<file path="config.mk">
export PLATFORM = sky130hd
export DESIGN_NAME = days_between_dates_unit
export DESIGN_NICKNAME = d
export VERILOG_FILES = /design/src/rtl/dbd_pkg.sv /design/src/rtl/dbd_front.sv /design/src/rtl/dbd_queue.sv /design/src/rtl/dbd_back.sv /design/src/rtl/days_between_dates_unit.sv
export SDC_FILE = /design/constraint.sdc
export NUM_CORES = 1
export LEC_CHECK = 0
export BUFFER_PORTS_ARGS = -buffer_cell sky130_fd_sc_hd__buf_4
export CORE_UTILIZATION = 45
export DETAILED_ROUTE_END_ITERATION = 6
export PLACE_DENSITY = 0.67
export SYNTH_ARGS = -nofsm -noshare
export SYNTH_HDL_FRONTEND = slang
export SYNTH_SLANG_ARGS = --single-unit
</file>
<file path="constraint.sdc">
create_clock -name clock -period 4.6 [get_ports clock]
set_input_delay 0.46 -clock clock [delete_from_list [all_inputs] [get_ports clock]]
set_output_delay 0.46 -clock clock [all_outputs]
set_load 0.01 [all_outputs]
</file>
<file path="src/rtl/dbd_pkg.sv">
// Shared types, constants and calendar helpers for the date difference unit.
package dbd_pkg;

   // Field widths
   localparam int YEAR_W  = 14;
   localparam int MONTH_W = 4;
   localparam int DAY_W   = 5;
   localparam int COUNT_W = 23;
   localparam int MOD_W   = 9;   // holds a year modulo 400
   localparam int TERM_W  = 10;  // signed month/day difference, -366 .. 366
   localparam int ACC_W   = 24;  // whole-year day sum, up to 16383 * 366

   // Calendar constants
   localparam int YEAR_CYCLE  = 400;
   localparam int DAYS_COMMON = 365;
   localparam int DAYS_LEAP   = 366;
   localparam int DEC_OFFSET  = 334;
   localparam int COUNT_MAX   = 4194303;

   // Queue between front and back
   localparam int QUEUE_DEPTH = 2;

   // Compare-subtract ladder that brings a year below 400, largest step first
   localparam int REDUCE_STEPS = 6;
   localparam logic [YEAR_W-1:0] REDUCE_STEP [0:REDUCE_STEPS-1] = '{
      14'd12800, 14'd6400, 14'd3200, 14'd1600, 14'd800, 14'd400
   };

   // Days before each month, common year, January to November
   localparam logic [8:0] MONTH_START [0:10] = '{
      9'd0, 9'd31, 9'd59, 9'd90, 9'd120, 9'd151,
      9'd181, 9'd212, 9'd243, 9'd273, 9'd304
   };

   typedef enum logic [1:0] {
      F_IDLE,
      F_REDUCE,
      F_PUSH
   } front_state_type;

   typedef enum logic [1:0] {
      B_IDLE,
      B_LOOP,
      B_DONE
   } back_state_type;

   // One classified job handed from front to back
   typedef struct packed {
      logic [YEAR_W-1:0]        start_year;
      logic [MOD_W-1:0]         start_mod;
      logic [YEAR_W-1:0]        end_year;
      logic signed [TERM_W-1:0] md_term;
   } job_type;

   // Queue handshake seen by the two sides
   typedef struct packed {
      logic push;
      logic pop;
   } queue_ctl_type;

   typedef struct packed {
      logic full;
      logic empty;
   } queue_sts_type;

   // Gregorian leap test from the low two year bits and the year modulo 400
   function automatic logic is_leap(input logic [1:0] low_bits,
                                    input logic [MOD_W-1:0] mod400);
      logic century;
      century = (mod400 == 9'd100) || (mod400 == 9'd200) || (mod400 == 9'd300);
      return (low_bits == 2'd0) && ((mod400 == 9'd0) || !century);
   endfunction

   // Days before the given month; anything but 1 to 11 takes December's offset
   function automatic logic [8:0] days_before_month(input logic [MONTH_W-1:0] month,
                                                    input logic leap);
      logic [8:0] off;
      logic [3:0] idx;
      idx = month - 4'd1;
      if (month >= 4'd1 && month <= 4'd11) begin
         off = MONTH_START[idx];
         if (leap && month >= 4'd3) off = off + 9'd1;
      end else begin
         off = 9'(DEC_OFFSET) + {8'd0, leap};
      end
      return off;
   endfunction

endpackage

</file>
<file path="src/rtl/dbd_front.sv">
// Front end: takes a request beat, reduces both years modulo 400, builds the month/day term.
module dbd_front (
   input  logic                            clock,
   input  logic                            reset,
   input  logic                            req_valid,
   output logic                            req_stall,
   input  logic [dbd_pkg::YEAR_W-1:0]      req_start_year,
   input  logic [dbd_pkg::MONTH_W-1:0]     req_start_month,
   input  logic [dbd_pkg::DAY_W-1:0]       req_start_day,
   input  logic [dbd_pkg::YEAR_W-1:0]      req_end_year,
   input  logic [dbd_pkg::MONTH_W-1:0]     req_end_month,
   input  logic [dbd_pkg::DAY_W-1:0]       req_end_day,
   output logic                            job_push,
   input  logic                            job_full,
   output dbd_pkg::job_type                job
);

   localparam logic [2:0] LAST_STEP = 3'(dbd_pkg::REDUCE_STEPS - 1);

   dbd_pkg::front_state_type state_ff, state_in;
   logic [2:0] step_ff, step_in;

   logic [dbd_pkg::YEAR_W-1:0]  sy_ff, ey_ff, smod_ff, emod_ff;
   logic [dbd_pkg::MONTH_W-1:0] sm_ff, em_ff;
   logic [dbd_pkg::DAY_W-1:0]   sd_ff, ed_ff;

   logic accept;
   logic [dbd_pkg::YEAR_W-1:0] step_val;
   logic [dbd_pkg::MOD_W-1:0]  smod, emod;
   logic s_leap, e_leap;
   logic [8:0] s_term, e_term;

   assign accept   = req_valid && !req_stall;
   assign step_val = dbd_pkg::REDUCE_STEP[step_ff];

   // Next state
   always_comb begin
      state_in = state_ff;
      unique case (state_ff)
         dbd_pkg::F_IDLE:   if (req_valid) state_in = dbd_pkg::F_REDUCE;
         dbd_pkg::F_REDUCE: if (step_ff == LAST_STEP) state_in = dbd_pkg::F_PUSH;
         dbd_pkg::F_PUSH:   if (!job_full) state_in = dbd_pkg::F_IDLE;
         default:           state_in = dbd_pkg::F_IDLE;
      endcase
   end

   // Outputs
   always_comb begin
      req_stall = 1'b1;
      job_push  = 1'b0;
      unique case (state_ff)
         dbd_pkg::F_IDLE:   req_stall = 1'b0;
         dbd_pkg::F_REDUCE: ;
         dbd_pkg::F_PUSH:   job_push = 1'b1;
         default:           ;
      endcase
   end

   // Step counter through the subtract ladder
   always_comb begin
      step_in = step_ff;
      if (accept) step_in = 3'd0;
      else if (state_ff == dbd_pkg::F_REDUCE && step_ff != LAST_STEP) step_in = step_ff + 3'd1;
   end

   always_ff @(posedge clock) begin
      if (reset) begin
         state_ff <= dbd_pkg::F_IDLE;
         step_ff  <= 3'd0;
      end else begin
         state_ff <= state_in;
         step_ff  <= step_in;
      end
   end

   // Capture the beat, then one compare-subtract per cycle on each year
   always_ff @(posedge clock) begin
      if (accept) begin
         sy_ff   <= req_start_year;
         sm_ff   <= req_start_month;
         sd_ff   <= req_start_day;
         ey_ff   <= req_end_year;
         em_ff   <= req_end_month;
         ed_ff   <= req_end_day;
         smod_ff <= req_start_year;
         emod_ff <= req_end_year;
      end else if (state_ff == dbd_pkg::F_REDUCE) begin
         if (smod_ff >= step_val) smod_ff <= smod_ff - step_val;
         if (emod_ff >= step_val) emod_ff <= emod_ff - step_val;
      end
   end

   // Month/day term: (end offset + end day) - (start offset + start day)
   assign smod   = smod_ff[dbd_pkg::MOD_W-1:0];
   assign emod   = emod_ff[dbd_pkg::MOD_W-1:0];
   assign s_leap = dbd_pkg::is_leap(sy_ff[1:0], smod);
   assign e_leap = dbd_pkg::is_leap(ey_ff[1:0], emod);
   assign s_term = dbd_pkg::days_before_month(sm_ff, s_leap) + {4'd0, sd_ff};
   assign e_term = dbd_pkg::days_before_month(em_ff, e_leap) + {4'd0, ed_ff};

   assign job.start_year = sy_ff;
   assign job.start_mod  = smod;
   assign job.end_year   = ey_ff;
   assign job.md_term    = $signed({1'b0, e_term}) - $signed({1'b0, s_term});

endmodule

</file>
<file path="src/rtl/dbd_queue.sv">
// Short job queue between the front and back ends.
module dbd_queue #(
   parameter int DEPTH = dbd_pkg::QUEUE_DEPTH
) (
   input  logic                  clock,
   input  logic                  reset,
   input  dbd_pkg::queue_ctl_type ctl,
   output dbd_pkg::queue_sts_type sts,
   input  dbd_pkg::job_type      wr_job,
   output dbd_pkg::job_type      rd_job
);

   localparam int PTR_W = (DEPTH > 1) ? $clog2(DEPTH) : 1;
   localparam int CNT_W = $clog2(DEPTH + 1);
   localparam logic [PTR_W-1:0] PTR_LAST = PTR_W'(DEPTH - 1);
   localparam logic [CNT_W-1:0] CNT_FULL = CNT_W'(DEPTH);

   dbd_pkg::job_type mem [0:DEPTH-1];
   logic [PTR_W-1:0] wr_ptr_ff, rd_ptr_ff;
   logic [CNT_W-1:0] count_ff;
   logic do_push, do_pop;

   assign sts.full  = (count_ff == CNT_FULL);
   assign sts.empty = (count_ff == '0);
   assign do_push   = ctl.push && !sts.full;
   assign do_pop    = ctl.pop && !sts.empty;
   assign rd_job    = mem[rd_ptr_ff];

   // Storage
   always_ff @(posedge clock) begin
      if (do_push) mem[wr_ptr_ff] <= wr_job;
   end

   // Pointers and fill count
   always_ff @(posedge clock) begin
      if (reset) begin
         wr_ptr_ff <= '0;
         rd_ptr_ff <= '0;
         count_ff  <= '0;
      end else begin
         if (do_push) wr_ptr_ff <= (wr_ptr_ff == PTR_LAST) ? '0 : wr_ptr_ff + 1'b1;
         if (do_pop)  rd_ptr_ff <= (rd_ptr_ff == PTR_LAST) ? '0 : rd_ptr_ff + 1'b1;
         if (do_push && !do_pop)      count_ff <= count_ff + 1'b1;
         else if (do_pop && !do_push) count_ff <= count_ff - 1'b1;
      end
   end

endmodule

</file>
<file path="src/rtl/dbd_back.sv">
// Back end: walks the whole years one per cycle, then adds the month/day term and saturates.
module dbd_back (
   input  logic                                clock,
   input  logic                                reset,
   input  logic                                job_empty,
   output logic                                job_pop,
   input  dbd_pkg::job_type                    job,
   output logic                                rsp_valid,
   input  logic                                rsp_stall,
   output logic signed [dbd_pkg::COUNT_W-1:0]  rsp_day_count
);

   localparam logic [dbd_pkg::MOD_W-1:0] MOD_LAST = 9'(dbd_pkg::YEAR_CYCLE - 1);
   localparam int SUM_W = dbd_pkg::ACC_W + 1;
   localparam logic signed [SUM_W-1:0] SUM_MAX = SUM_W'(dbd_pkg::COUNT_MAX);

   dbd_pkg::back_state_type state_ff, state_in;

   logic [dbd_pkg::YEAR_W-1:0]        cur_ff, ey_ff;
   logic [dbd_pkg::MOD_W-1:0]         mod_ff;
   logic [dbd_pkg::ACC_W-1:0]         acc_ff;
   logic signed [dbd_pkg::TERM_W-1:0] md_ff;
   logic                              rsp_valid_ff;
   logic signed [dbd_pkg::COUNT_W-1:0] rsp_day_count_ff;

   logic more_years, out_free, load_out;
   logic signed [SUM_W-1:0] total;
   logic [8:0] year_days;

   assign more_years = (cur_ff < ey_ff);
   assign out_free   = !rsp_valid_ff || !rsp_stall;
   assign year_days  = dbd_pkg::is_leap(cur_ff[1:0], mod_ff) ? 9'(dbd_pkg::DAYS_LEAP)
                                                             : 9'(dbd_pkg::DAYS_COMMON);
   assign total      = $signed({1'b0, acc_ff}) + SUM_W'(md_ff);

   // Next state
   always_comb begin
      state_in = state_ff;
      unique case (state_ff)
         dbd_pkg::B_IDLE: if (!job_empty) state_in = dbd_pkg::B_LOOP;
         dbd_pkg::B_LOOP: if (!more_years) state_in = dbd_pkg::B_DONE;
         dbd_pkg::B_DONE: if (out_free) state_in = dbd_pkg::B_IDLE;
         default:         state_in = dbd_pkg::B_IDLE;
      endcase
   end

   // Outputs
   always_comb begin
      job_pop  = 1'b0;
      load_out = 1'b0;
      unique case (state_ff)
         dbd_pkg::B_IDLE: job_pop = !job_empty;
         dbd_pkg::B_LOOP: ;
         dbd_pkg::B_DONE: load_out = out_free;
         default:         ;
      endcase
   end

   always_ff @(posedge clock) begin
      if (reset) state_ff <= dbd_pkg::B_IDLE;
      else       state_ff <= state_in;
   end

   // Year walk: one year a cycle, modulo-400 counter tracks the leap rule
   always_ff @(posedge clock) begin
      if (job_pop) begin
         cur_ff <= job.start_year;
         mod_ff <= job.start_mod;
         ey_ff  <= job.end_year;
         md_ff  <= job.md_term;
         acc_ff <= '0;
      end else if (state_ff == dbd_pkg::B_LOOP && more_years) begin
         cur_ff <= cur_ff + 1'b1;
         mod_ff <= (mod_ff == MOD_LAST) ? '0 : mod_ff + 1'b1;
         acc_ff <= acc_ff + {15'd0, year_days};
      end
   end

   // Output register, saturated at the top of the field
   always_ff @(posedge clock) begin
      if (reset) begin
         rsp_valid_ff <= 1'b0;
      end else if (load_out) begin
         rsp_valid_ff <= 1'b1;
      end else if (!rsp_stall) begin
         rsp_valid_ff <= 1'b0;
      end
   end

   always_ff @(posedge clock) begin
      if (load_out) begin
         rsp_day_count_ff <= (total > SUM_MAX) ? dbd_pkg::COUNT_W'(dbd_pkg::COUNT_MAX)
                                               : total[dbd_pkg::COUNT_W-1:0];
      end
   end

   assign rsp_valid     = rsp_valid_ff;
   assign rsp_day_count = rsp_day_count_ff;

endmodule

</file>
<file path="src/rtl/days_between_dates_unit.sv">
// Top level of the Gregorian date difference unit.
//
//   port group  dir  payload                                      flow control
//   req_*       in   start/end year, month, day                   req_valid / req_stall
//   rsp_*       out  rsp_day_count, 23-bit two's complement       rsp_valid / rsp_stall
//
// Per beat, the front captures it, runs six modulo-400 steps, then pushes; the push
// waits while the queue is full. The back walks the whole years, one per cycle, when
// end_year > start_year, then adds the month/day term and waits out a result stall.
// Reset: synchronous, active high; clears both state machines, the queue and rsp_valid.
// Stalls: a stalled result holds in the output register; the queue lets the front
// take new beats while the back is walking years or waiting on rsp_stall.
module days_between_dates_unit #(
   parameter int QUEUE_DEPTH = dbd_pkg::QUEUE_DEPTH
) (
   input  logic                                clock,
   input  logic                                reset,
   input  logic                                req_valid,
   output logic                                req_stall,
   input  logic [dbd_pkg::YEAR_W-1:0]          req_start_year,
   input  logic [dbd_pkg::MONTH_W-1:0]         req_start_month,
   input  logic [dbd_pkg::DAY_W-1:0]           req_start_day,
   input  logic [dbd_pkg::YEAR_W-1:0]          req_end_year,
   input  logic [dbd_pkg::MONTH_W-1:0]         req_end_month,
   input  logic [dbd_pkg::DAY_W-1:0]           req_end_day,
   output logic                                rsp_valid,
   input  logic                                rsp_stall,
   output logic signed [dbd_pkg::COUNT_W-1:0]  rsp_day_count
);

   dbd_pkg::queue_ctl_type q_ctl;
   dbd_pkg::queue_sts_type q_sts;
   dbd_pkg::job_type       front_job, back_job;
   logic front_push, back_pop;

   assign q_ctl.push = front_push;
   assign q_ctl.pop  = back_pop;

   dbd_front u_front (
      .clock           (clock),
      .reset           (reset),
      .req_valid       (req_valid),
      .req_stall       (req_stall),
      .req_start_year  (req_start_year),
      .req_start_month (req_start_month),
      .req_start_day   (req_start_day),
      .req_end_year    (req_end_year),
      .req_end_month   (req_end_month),
      .req_end_day     (req_end_day),
      .job_push        (front_push),
      .job_full        (q_sts.full),
      .job             (front_job)
   );

   dbd_queue #(
      .DEPTH (QUEUE_DEPTH)
   ) u_queue (
      .clock  (clock),
      .reset  (reset),
      .ctl    (q_ctl),
      .sts    (q_sts),
      .wr_job (front_job),
      .rd_job (back_job)
   );

   dbd_back u_back (
      .clock         (clock),
      .reset         (reset),
      .job_empty     (q_sts.empty),
      .job_pop       (back_pop),
      .job           (back_job),
      .rsp_valid     (rsp_valid),
      .rsp_stall     (rsp_stall),
      .rsp_day_count (rsp_day_count)
   );

endmodule

</file>
==> results of run 1 <==
==> logic make-up after synthesis <==
logic type | count (synthesis) | synth area share
AND/OR/NAND/NOR | 395 | 0.135
multiplexers | 66 | 0.0461
adder cells (fa/ha/maj) | 108 | 0.0934
flip-flops | 275 | 0.525
AO/OA/AOI/OAI | 287 | 0.128
XOR/XNOR | 75 | 0.0437
buffers and inverters | 109 | 0.0284
==> power by group <==
part           total, W  switching (W)  internal (W)
clock           0.00258       0.000993       0.00159
sequential      0.00371       0.000343       0.00336
combinational   0.00321        0.00184       0.00136
==> synthesized netlist by cell type (4+ instances only) <==
cell type    n
a31oi_1      6
o21bai_1     7
a211oi_1     6
nor2_1      72
o22ai_1     10
and3_1      18
or3_1       10
clkbuf_1    30
nor2b_1     23
nor3b_1      6
a21boi_0    10
mux2i_1     40
o211ai_1     6
nor4_1       7
o31ai_1     21
a21oi_1     59
ha_1       101
nand4_1     17
nand3_1     27
xor2_1      39
and2_1      18
nand2_1    105
o311ai_0     9
mux2_2      26
o21a_1      11
o21ai_0     67
edfxtp_1   238
fa_1         7
a21o_1      27
nor3_1      20
nand2b_1    40
dfxtp_1     37
o41ai_1      8
a2111oi_0    4
xnor2_1     36
or2_2       10
inv_1       73
==> layer usage <==
| metal | up-vias | global-route usage | wire [microns] |
|---|---|---|---|
| met5 | - | 0 | 0 |
| met4 | 0 | 0.0651 | 982 |
| met3 | 64 | 0.0223 | 1250 |
| met2 | 245 | 0.290 | 14000 |
| met1 | 4859 | 0.245 | 14200 |
| li1 | 5117 | - | - |
==> registers in the layout, indices dropped and copies added (netlist names), 5 cells and up, named ones only <==
| signal | flops |
|---|---|
| u_queue.mem | 94 |
| u_back.mod_ff | 9 |
| u_front.smod_ff | 14 |
| u_front.sy_ff | 14 |
| u_front.ed_ff | 5 |
| u_front.sd_ff | 5 |
| u_front.ey_ff | 14 |
| u_front.emod_ff | 14 |
| u_back.cur_ff | 14 |
| u_back.rsp_day_count | 23 |
| u_back.md_ff | 10 |
| u_back.acc_ff | 24 |
| u_back.ey_ff | 14 |
==> worst reg2reg max path, cell delays in order, from the launching register on <==
cell       delay (ns)
edfxtp_1         0.37
or3b_2           0.48
a21o_1           0.20
a2111oi_4        0.34
buf_4            0.19
nor3_4           0.06
xor2_1           0.19
nand2_1          0.07
o31ai_1          0.09
ha_2             0.22
fa_2             0.53
inv_1            0.06
fa_2             0.41
nor2b_1          0.17
o21ai_1          0.11
a21boi_1         0.18
o21ai_1          0.08
nand2b_1         0.11
a21o_1           0.15
a21oi_2          0.07
xnor2_1          0.14
==> metrics by stage <==
step	power, W	setup slack [ns]
final	0.00950	0.108
after global routing	0.0101	-0.0704
after CTS	0.00948	0.0191
after detailed placement	0.00686	-0.0492
after global placement	0.00677	0.0835
after floorplan	0.00601	0.238
==> timing repair <==
item                                    CTS  global route
hold endpoints to repair                  0             0
buffers inserted                          2            14
hold buffers                              0             0
gates resized for setup                   6            23
endpoints found under the setup margin    4             8
pin swaps                                 1            13
==> path summary, 6_finish.rpt <==
kind,startpoint,slack (ns),cells past startpoint,endpoint
max,u_front.emod_ff[5],0.11,20,u_queue.mem[0][8]
min,req_start_day[4],0.04,1,u_front.sd_ff[4]
max reg2reg,u_front.emod_ff[5],0.11,20,u_queue.mem[0][8]
min reg2reg,u_front.sy_ff[2],0.44,0,u_queue.mem[1][35]
==> layout make-up <==
| type | instances | area [sq um] |
|---|---|---|
| sequential | 275 | 7890 |
| inverter | 74 | 278 |
| fill | 2857 | 15200 |
| multi-input combinational | 931 | 6810 |
| timing repair buffer | 119 | 893 |
| clock inverter | 21 | 312 |
| tap | 442 | 553 |
| clock buffer | 34 | 766 |
==> layout by cell type, fill, tap and decap left out, types with 7 or more instances in the layout <==
cell type	netlist	final
edfxtp_1	238	238
buf_4	0	119
nand2_1	105	104
ha_1	101	99
inv_1	73	71
nor2_1	72	70
o21ai_0	67	59
a21oi_1	59	55
nand2b_1	40	40
mux2i_1	40	40
xor2_1	39	38
xnor2_1	36	36
dfxtp_1	37	36
clkbuf_16	0	30
nand3_1	27	27
a21o_1	27	27
mux2_2	26	26
nor2b_1	23	22
o31ai_1	21	21
nor3_1	20	19
and3_1	18	18
and2_1	18	17
nand4_1	17	17
o21a_1	11	11
o22ai_1	10	10
or2_2	10	10
or3_1	10	10
o311ai_0	9	9
o21ai_1	1	8
o41ai_1	8	8
clkinv_1	1	7
o21bai_1	7	7
a21boi_0	10	7
bufinv_16	0	7
==> results.tsv, run 1 <==
metric	value	unit
tightest hold margin	0.0420	ns
Primary FF master, synth	edfxtp_1	
H-tree Lvls	1	
worst stage delay on the critical path	0.53	ns
antenna-violating nets left	0	
crit path capture type	register	
DIE AREA	0.0341	sq mm
post-route DRC violation count	0	
Post-synth EDFFs	238	
CP max stage cell	fa_2	
Final Setup Violations	0	
min Tclk post-route	4.49	ns
initial DRC count	556	
Ports	75	
PwrDens	543	mW/mm^2
chip height	185	microns
CP Launch Type	register	
row cnt	66	
syn nets	1473	
Clock Tree Root	clkbuf_16	
antenna diode count	0	
critical path arrival	4.82	ns
DP Wirelength	21.8	mm
Max Cap Viol	0	
Lkg Pwr	6.83	nW
Num CTS Buffers	30	
Setup TNS	0	ns
Inst Count DP	1825	
Yosys top cell by area	edfxtp_1	
Yosys warnings	0	
worst rel slew slack	0.303	
vias in the first global route	9813	
gpl congestion	0.896	
#FFs+latches synth	275	
mean post-synth cell area	11.4	sq um
CTS tree	done	
post-synthesis cell type count	82	
DRT Pass-1 Iters	6	
fraction of layout cells with a size suffix above 1	0.164	
Tcrit/Tclk final	0.977	
Synth Cell Area	0.0150	sq mm
crit path cell chain	or3b_2 -> a21o_1 -> a2111oi_4 -> buf_4 -> nor3_4 -> xor2_1 -> nand2_1 -> o31ai_1 -> ha_2 -> fa_2 -> inv_1 -> fa_2 -> nor2b_1 -> o21ai_1 -> a21boi_1 -> o21ai_1 -> nand2b_1 -> a21o_1 -> a21oi_2 -> xnor2_1	
CTS Buffer Depth	3	
number of antenna violations at the first check in global routing	0	
Clock Skews	0.0485	ns
core footprint	0.0327	sq mm
Cells after Synth	1315	
CP Max Fanout	6	
# port buffers	74	
slew of the pin with the lowest slew margin	1.04	ns
Synth area leaders	edfxtp_1, ha_1, dfxtp_1	
status	complete, no violations	
die width	185	microns
grt ovf	0	
area grow syn2layout	16.5	%
placed cell area	0.0162	sq mm
Layout Nets	1589	
Wirelength per Cell	16.0	microns
Clock Latency Late Sink	0.59	ns
vias per std cell	5.42	
async set-reset flop share out of synthesis	0	
final core occ	0.535	
Yosys top cell area share	0.476	
Clock transition at path regs	0.06	ns
worst vdd ir	0.411	mV
global-route wire length before repair	49.3	mm
f_max	223	MHz
final WL	30.4	mm
CP Buf/Inv Count	2	
vias	10285	
All-Layer GR Usage	0.179	
Worst path top cell family by delay	compound AO/OA/AOI/OAI gates	
Max Slew Vio Count	0	
post-route design area	0.0175	sq mm
Starting Density	0.460	
largest net degree at the start of global routing	56	
Critical Path RT	4.93	ns
WS Path Type	reg2reg	
Final Hold Viols	0	
sequential fraction of the synthesis area	0.525	
clock sinks	275	
fin cells	1896	
Hold Path Class	in2reg	
Note: power is estimated with default switching activity, not from simulation.
==> run 2, diff against run 1 <==
--- a/config.mk
+++ b/config.mk
@@ -6,4 +6,5 @@
 export NUM_CORES = 1
 export LEC_CHECK = 0
+export ABC_AREA = 1
 export BUFFER_PORTS_ARGS = -buffer_cell sky130_fd_sc_hd__buf_4
 export CORE_UTILIZATION = 45
==> constraint.sdc (replaced) <==
create_clock -name clock -period 4.6 [get_ports clock]
set_input_delay 0.69 -clock clock [delete_from_list [all_inputs] [get_ports clock]]
set_output_delay 0.69 -clock clock [all_outputs]
set_load 0.01 [all_outputs]
==> results.tsv, run 2 <==
metric	value	unit	change
status	complete, no violations		unchanged
CTS Buffer Depth	3		unchanged
core footprint	0.0337	sq mm	was 0.0327 sq mm
WS Path Type	reg2reg		unchanged
worst stage delay on the critical path	0.54	ns	was 0.53 ns
Tcrit/Tclk final	0.939		was 0.977
footprint of the multi-input gates	0.00675	sq mm	was 0.00681 sq mm
Hold Path Class	in2reg		unchanged
CP Launch Type	register		unchanged
critical path arrival	4.64	ns	was 4.82 ns
number of antenna violations at the first check in global routing	0		unchanged
antenna-violating nets left	0		unchanged
chip height	187	microns	was 185 microns
row cnt	67		was 66
worst rel slew slack	0.397		was 0.303
final WL	33.7	mm	was 30.4 mm
Crit Reg-Reg Startpoint	u_front.sm_ff[0]		was u_front.emod_ff[5]
worst vdd ir	0.327	mV	was 0.411 mV
PwrDens	578	mW/mm^2	was 543 mW/mm^2
final core occ	0.525		was 0.535
DP Worst Slack	0.0858	ns	was -0.0492 ns
Lkg Pwr	7.60	nW	was 6.83 nW
largest family of logic cells by synthesized area	simple AND/OR/NAND/NOR gates		unchanged
antenna diode count	0		unchanged
vias	11664		was 10.3k
Synth Area in Compound Gates	0.0972		was 0.128
CP max stage cell	edfxtp_1		was fa_2
Yosys warnings	0		unchanged
largest net degree at the start of global routing	48		was 56
Synth Area in Simple Gates	0.201		was 0.135
Synth area leaders	edfxtp_1, nand2_1, ha_1		was edfxtp_1, ha_1, dfxtp_1
Starting Density	0.459		was 0.460
crit path cell chain	inv_2 -> ha_1 -> inv_1 -> xor2_2 -> ha_1 -> inv_1 -> nor2_1 -> xor2_1 -> nand2_1 -> ha_1 -> a21oi_1 -> nand2_1 -> xnor2_1 -> ha_1 -> a21oi_1 -> o21ai_1 -> a21o_1 -> a21oi_2 -> inv_1 -> a21oi_1 -> o21ai_0 -> xor2_1		was or3b_2 -> a21o_1 -> a2111oi_4 -> buf_4 -> nor3_4 -> xor2_1 -> nand2_1 -> o31ai_1 -> ha_2 -> fa_2 -> inv_1 -> fa_2 -> nor2b_1 -> o21ai_1 -> a21boi_1 -> o21ai_1 -> nand2b_1 -> a21o_1 -> a21oi_2 -> xnor2_1
crit path capture type	register		unchanged
die width	187	microns	was 185 microns
Layout Nets	1949		was 1,589
Biggest register	u_queue.mem		unchanged
GR Util met1	0.251		was 0.245
Fillers	3082		was 2,857
storage element area	0.00789	sq mm	about the same
Num CTS Buffers	30		unchanged
Final Setup Violations	0		unchanged
vias per std cell	5.15		was 5.42
global-route wire length before repair	55.5	mm	was 49.3 mm
Synth Area in XOR/XNOR	0.0433		was 0.0437
Max Slew Vio Count	0		unchanged
Hold Buf Count CTS	0		unchanged
sequential fraction of the synthesis area	0.509		was 0.525
Yosys top cell by area	edfxtp_1		unchanged
area grow syn2layout	14.3	%	was 16.5%
DRT Pass-1 Iters	5		was 6
CP Buf/Inv Count	4		was 2
async set-reset flop share out of synthesis	0		unchanged
# port buffers	74		unchanged
CTS tree	done		unchanged
Max Cap Viol	0		unchanged
Clock transition at path regs	0.06	ns	about the same
All-Layer GR Usage	0.193		was 0.179
top post-synthesis cells by count	nand2_1, edfxtp_1, inv_1		was edfxtp_1, nand2_1, ha_1
Yosys top cell area share	0.462		was 0.476
Clock Skews	0.0243	ns	was 0.0485 ns
Synth Cell Area	0.0155	sq mm	was 0.0150 sq mm
Ports	75		unchanged
setup slack after layout	0.282	ns	was 0.108 ns
met2 Use GR	0.328		was 0.290
clock sinks	275		unchanged
f_max	232	MHz	was 223 MHz
slew of the pin with the lowest slew margin	0.903	ns	was 1.04 ns
adder and majority cell fraction of the synthesized area	0.0907		was 0.0934
grt ovf	0		unchanged
GR peak layer	met2		unchanged
min Tclk post-route	4.32	ns	was 4.49 ns
mean post-synth cell area	9.16	sq um	was 11.4 sq um
Clock Tree Root	clkbuf_16		unchanged
Worst path most repeated cell	ha_1		
HP Start	req_start_month[2]		was req_start_day[4]
Primary FF master, synth	edfxtp_1		unchanged
H-tree Lvls	1		unchanged
post-synthesis cell type count	57		was 82
fraction of layout cells with a size suffix above 1	0.111		was 0.164
Wirelength per Cell	14.9	microns	was 16.0 microns
GRT met3 Usage	0.0255		was 0.0223
initial DRC count	810		was 556
most common cell after layout, fill and taps aside	nand2_1		was edfxtp_1
Worst path top cell family by delay	adder cells		was compound AO/OA/AOI/OAI gates
gpl congestion	0.891		was 0.896
DIE AREA	0.0351	sq mm	was 0.0341 sq mm
most frequent cells in the layout	nand2_1, edfxtp_1, inv_1, nor2_1, a21oi_1		was edfxtp_1, buf_4, nand2_1, ha_1, inv_1
vias in the first global route	11301		was 9,813
Setup TNS	0	ns	unchanged
Largest register FFs	94		unchanged
CP Max Fanout	9		was 6
Critical Path RT	4.92	ns	was 4.93 ns
Final Hold Viols	0		unchanged
DP Wirelength	25.1	mm	was 21.8 mm
Clock Latency Late Sink	0.58	ns	was 0.59 ns
#FFs+latches synth	275		unchanged
most common cell in the netlist	nand2_1		was edfxtp_1
syn nets	1848		was 1,473
Post-synth EDFFs	238		unchanged
post-route DRC violation count	0		unchanged
Cells after Synth	1690		was 1,315
Worst Setup SP	u_front.sm_ff[0]		was u_front.emod_ff[5]
post-synthesis mux area share	0.000647		was 0.0461
run 2: cell count changes in the layout (fill, tap and decap cells not counted), moves of 20 or more:
cell      before  now
nor2b_1       22    0
buf_4        119   99
inv_1         71  189
mux2_2        26    0
nor2_1        70  148
mux2i_1       40    1
a21oi_1       55  102
o21ai_0       59   80
nand2b_1      40    0
nand3_1       27   70
nand2_1      104  440
run 2: cell families (layout without fill, tap and decap cells):
kind of cell             count (synthesis)  after routing
multiplexers                             1              1
adder cells (fa/ha/maj)                108            108
buffers and inverters                  230            355
flip-flops                             275            275
AND/OR/NAND/NOR                        740            740
AO/OA/AOI/OAI                          262            262
XOR/XNOR                                74             74
run 2: layout make-up:
class	count	area share
Sequential cell	275	0.446
Multi-Input combinational cell	1185	0.381
Clock buffer	43	0.0486
Inverter	200	0.0424
Timing Repair Buffer	99	0.0420
Tap cell	448	0.0317
Clock inverter	13	0.00862
run 2: timing repair:
action                                  4_1_cts  5_1_grt
endpoints found under the setup margin        0        8
gates resized for setup                       0        7
setup buffers                                 0        9
run 2: metal layers:
layer	vias to the layer above	wire, microns
met3	71	1610
met4	0	1080
met5	-	0
li1	5903	-
met2	278	16100
met1	5412	14900
run 2: worst paths after layout:
| check | slack (ns) | endpoint | depth (start not counted) |
|---|---|---|---|
| worst max-delay path | 0.28 | u_queue.mem[0][8] | 22 |
| worst min register to register | 0.44 | u_queue.mem[0][19] | 0 |
| worst min-delay path | 0.28 | u_front.sm_ff[2] | 1 |
| worst max register to register | 0.28 | u_queue.mem[0][8] | 22 |
run 2: power by group:
group          leakage [nW]  internal, W  switching (W)
logic                  4.60      0.00141        0.00252
clock network         0.483      0.00142       0.000990
registers              2.51      0.00354       0.000349
run 2: metrics by stage:
| stage | hold slack, ns | instance area, sq um | total power, W | instances |
|---|---|---|---|---|
| after floorplan | 0.421 | 15500 | 0.00674 | 1690 |
| after global placement | 0.422 | 16600 | 0.00767 | 2198 |
| after detailed placement | 0.431 | 16600 | 0.00782 | 2198 |
| after CTS | 0.252 | 17600 | 0.0102 | 2254 |
| after global routing | 0.260 | 17700 | 0.0110 | 2263 |
| final | 0.282 | 17700 | 0.0102 | 2263 |
==> run 3, diff against run 2 <==
--- a/config.mk
+++ b/config.mk
@@ -11,4 +11,5 @@
 export DETAILED_ROUTE_END_ITERATION = 6
 export PLACE_DENSITY = 0.67
+export SETUP_SLACK_MARGIN = 0.4
 export SYNTH_ARGS = -nofsm -noshare
 export SYNTH_HDL_FRONTEND = slang
==> constraint.sdc (replaced) <==
create_clock -name clock -period 4.6 [get_ports clock]
set_input_delay 0.69 -clock clock [delete_from_list [all_inputs] [get_ports clock]]
set_output_delay 0.69 -clock clock [all_outputs]
set_load 0.05 [all_outputs]
==> results.tsv, run 3 (synthesis results as in run 2) <==
metric	value	unit	change
Num CTS Buffers	30		unchanged
die width	187	microns	unchanged
slew of the pin with the lowest slew margin	0.904	ns	was 0.903 ns
Final Hold Viols	0		unchanged
DP Wirelength	25.1	mm	unchanged
area grow syn2layout	16.5	%	was 14.3%
Ports	75		unchanged
Critical Path RT	4.92	ns	about the same
PwrDens	581	mW/mm^2	was 578 mW/mm^2
Clock Latency Late Sink	0.58	ns	about the same
status	complete, no violations		unchanged
Wirelength per Cell	15.1	microns	was 14.9 microns
placed cell area	0.0166	sq mm	unchanged
met2 Use GR	0.331		was 0.328
Biggest register	u_queue.mem		unchanged
most common cell after layout, fill and taps aside	nand2_1		unchanged
critical path arrival	4.42	ns	was 4.64 ns
worst vdd ir	0.325	mV	was 0.327 mV
post-route design area	0.0180	sq mm	was 0.0177 sq mm
GRT met3 Usage	0.0255		unchanged
# port buffers	74		unchanged
GR Util met1	0.252		was 0.251
antenna-violating nets left	0		unchanged
worst stage delay on the critical path	0.49	ns	was 0.54 ns
Fillers	3057		was 3,082
GR peak layer	met2		unchanged
Max Slew Vio Count	0		unchanged
All-Layer GR Usage	0.194		was 0.193
CTS Buffer Depth	3		unchanged
final WL	34.4	mm	was 33.7 mm
Hold Buf Count CTS	0		unchanged
vias in the first global route	11366		was 11.3k
Clock Skews	0.0232	ns	was 0.0243 ns
CP Launch Type	register		unchanged
min Tclk post-route	4.10	ns	was 4.32 ns
Setup TNS	0	ns	unchanged
Final Setup Violations	0		unchanged
Inst Count DP	2198		unchanged
chip height	187	microns	unchanged
RSZ-0062 raised after global routing	false		
Lkg Pwr	7.70	nW	was 7.60 nW
CP Buf/Inv Count	4		unchanged
fraction of layout cells with a size suffix above 1	0.140		was 0.111
Worst path top cell family by delay	compound AO/OA/AOI/OAI gates		was adder cells
Starting Density	0.459		unchanged
Clock Tree Root	clkbuf_16		unchanged
vias	11819		was 11.7k
Clock transition at path regs	0.06	ns	about the same
Hold Path Class	in2reg		unchanged
Worst path most repeated cell	a21oi_2		was ha_1
Worst R2R Setup Slack	0.50	ns	was 0.28 ns
antenna diode count	0		unchanged
Layout Nets	1968		was 1,949
f_max	244	MHz	was 232 MHz
fin cells	2282		was 2,263
core footprint	0.0337	sq mm	unchanged
clock sinks	275		unchanged
crit path capture type	register		unchanged
DRT Pass-1 Iters	7		was 5
number of antenna violations at the first check in global routing	0		unchanged
Largest register FFs	94		unchanged
gpl congestion	0.891		unchanged
largest net degree at the start of global routing	48		unchanged
DIE AREA	0.0351	sq mm	unchanged
row cnt	67		unchanged
H-tree Lvls	1		unchanged
final core occ	0.535		was 0.525
post-route DRC violation count	0		unchanged
CP max stage cell	edfxtp_1		unchanged
CTS tree	done		unchanged
global-route wire length before repair	55.7	mm	was 55.5 mm
grt ovf	0		unchanged
most frequent cells in the layout	nand2_1, edfxtp_1, inv_1, nor2_1, buf_4		was nand2_1, edfxtp_1, inv_1, nor2_1, a21oi_1
Max Cap Viol	0		unchanged
vias per std cell	5.18		was 5.15
initial DRC count	855		was 810
worst rel slew slack	0.396		was 0.397
Total Power	0.0105	W	was 0.0102 W
WS Path Type	reg2reg		unchanged
CP Max Fanout	4		was 9
Tcrit/Tclk final	0.892		was 0.939
-- run 3: per-stage QoR --
stage | hold slack [ns] | setup WS, ns
floorplan | 0.421 | 0.631
global placement | 0.422 | 0.335
detailed placement | 0.431 | 0.0858
CTS | 0.252 | 0.435
global route | 0.261 | 0.231
finish | 0.284 | 0.497
-- run 3: per-layer routing --
metal	part of all wire	up-vias
li1	-	5940
met1	0.44	5511
met2	0.48	295
met3	0.046	73
met4	0.032	0
met5	0	-
-- run 3: power by group --
group          switching [W]  total (W)  leakage, nW  internal, W
sequential          0.000343    0.00389         2.51      0.00354
combinational        0.00269    0.00419         4.71      0.00150
clock               0.000986    0.00240        0.483      0.00142
total                0.00402     0.0105         7.70      0.00645
-- run 3: worst paths after layout --
path,cells after the start,start,end
worst max register to register,26,u_front.em_ff[1],u_queue.mem[0][8]
worst min register to register,0,u_front.ey_ff[8],u_queue.mem[1][18]
worst max-delay path,26,u_front.em_ff[1],u_queue.mem[0][8]
worst min-delay path,1,req_start_month[2],u_front.sm_ff[2]
-- run 3: repair_timing --
item	CTS	global route
pin swaps	2	21
setup buffers	11	17
endpoints found under the setup margin	8	6
gates resized for setup	8	48
-- run 3: final cells by class --
type	count	area, sq um	area share
multi-input cells	1185	6930	0.384
inverters	200	753	0.0418
flip-flops and latches	275	7890	0.437
clock buffers	43	860	0.0477
repair buffers	118	886	0.0491
clock inverters	13	153	0.00847
well taps	448	561	0.0311
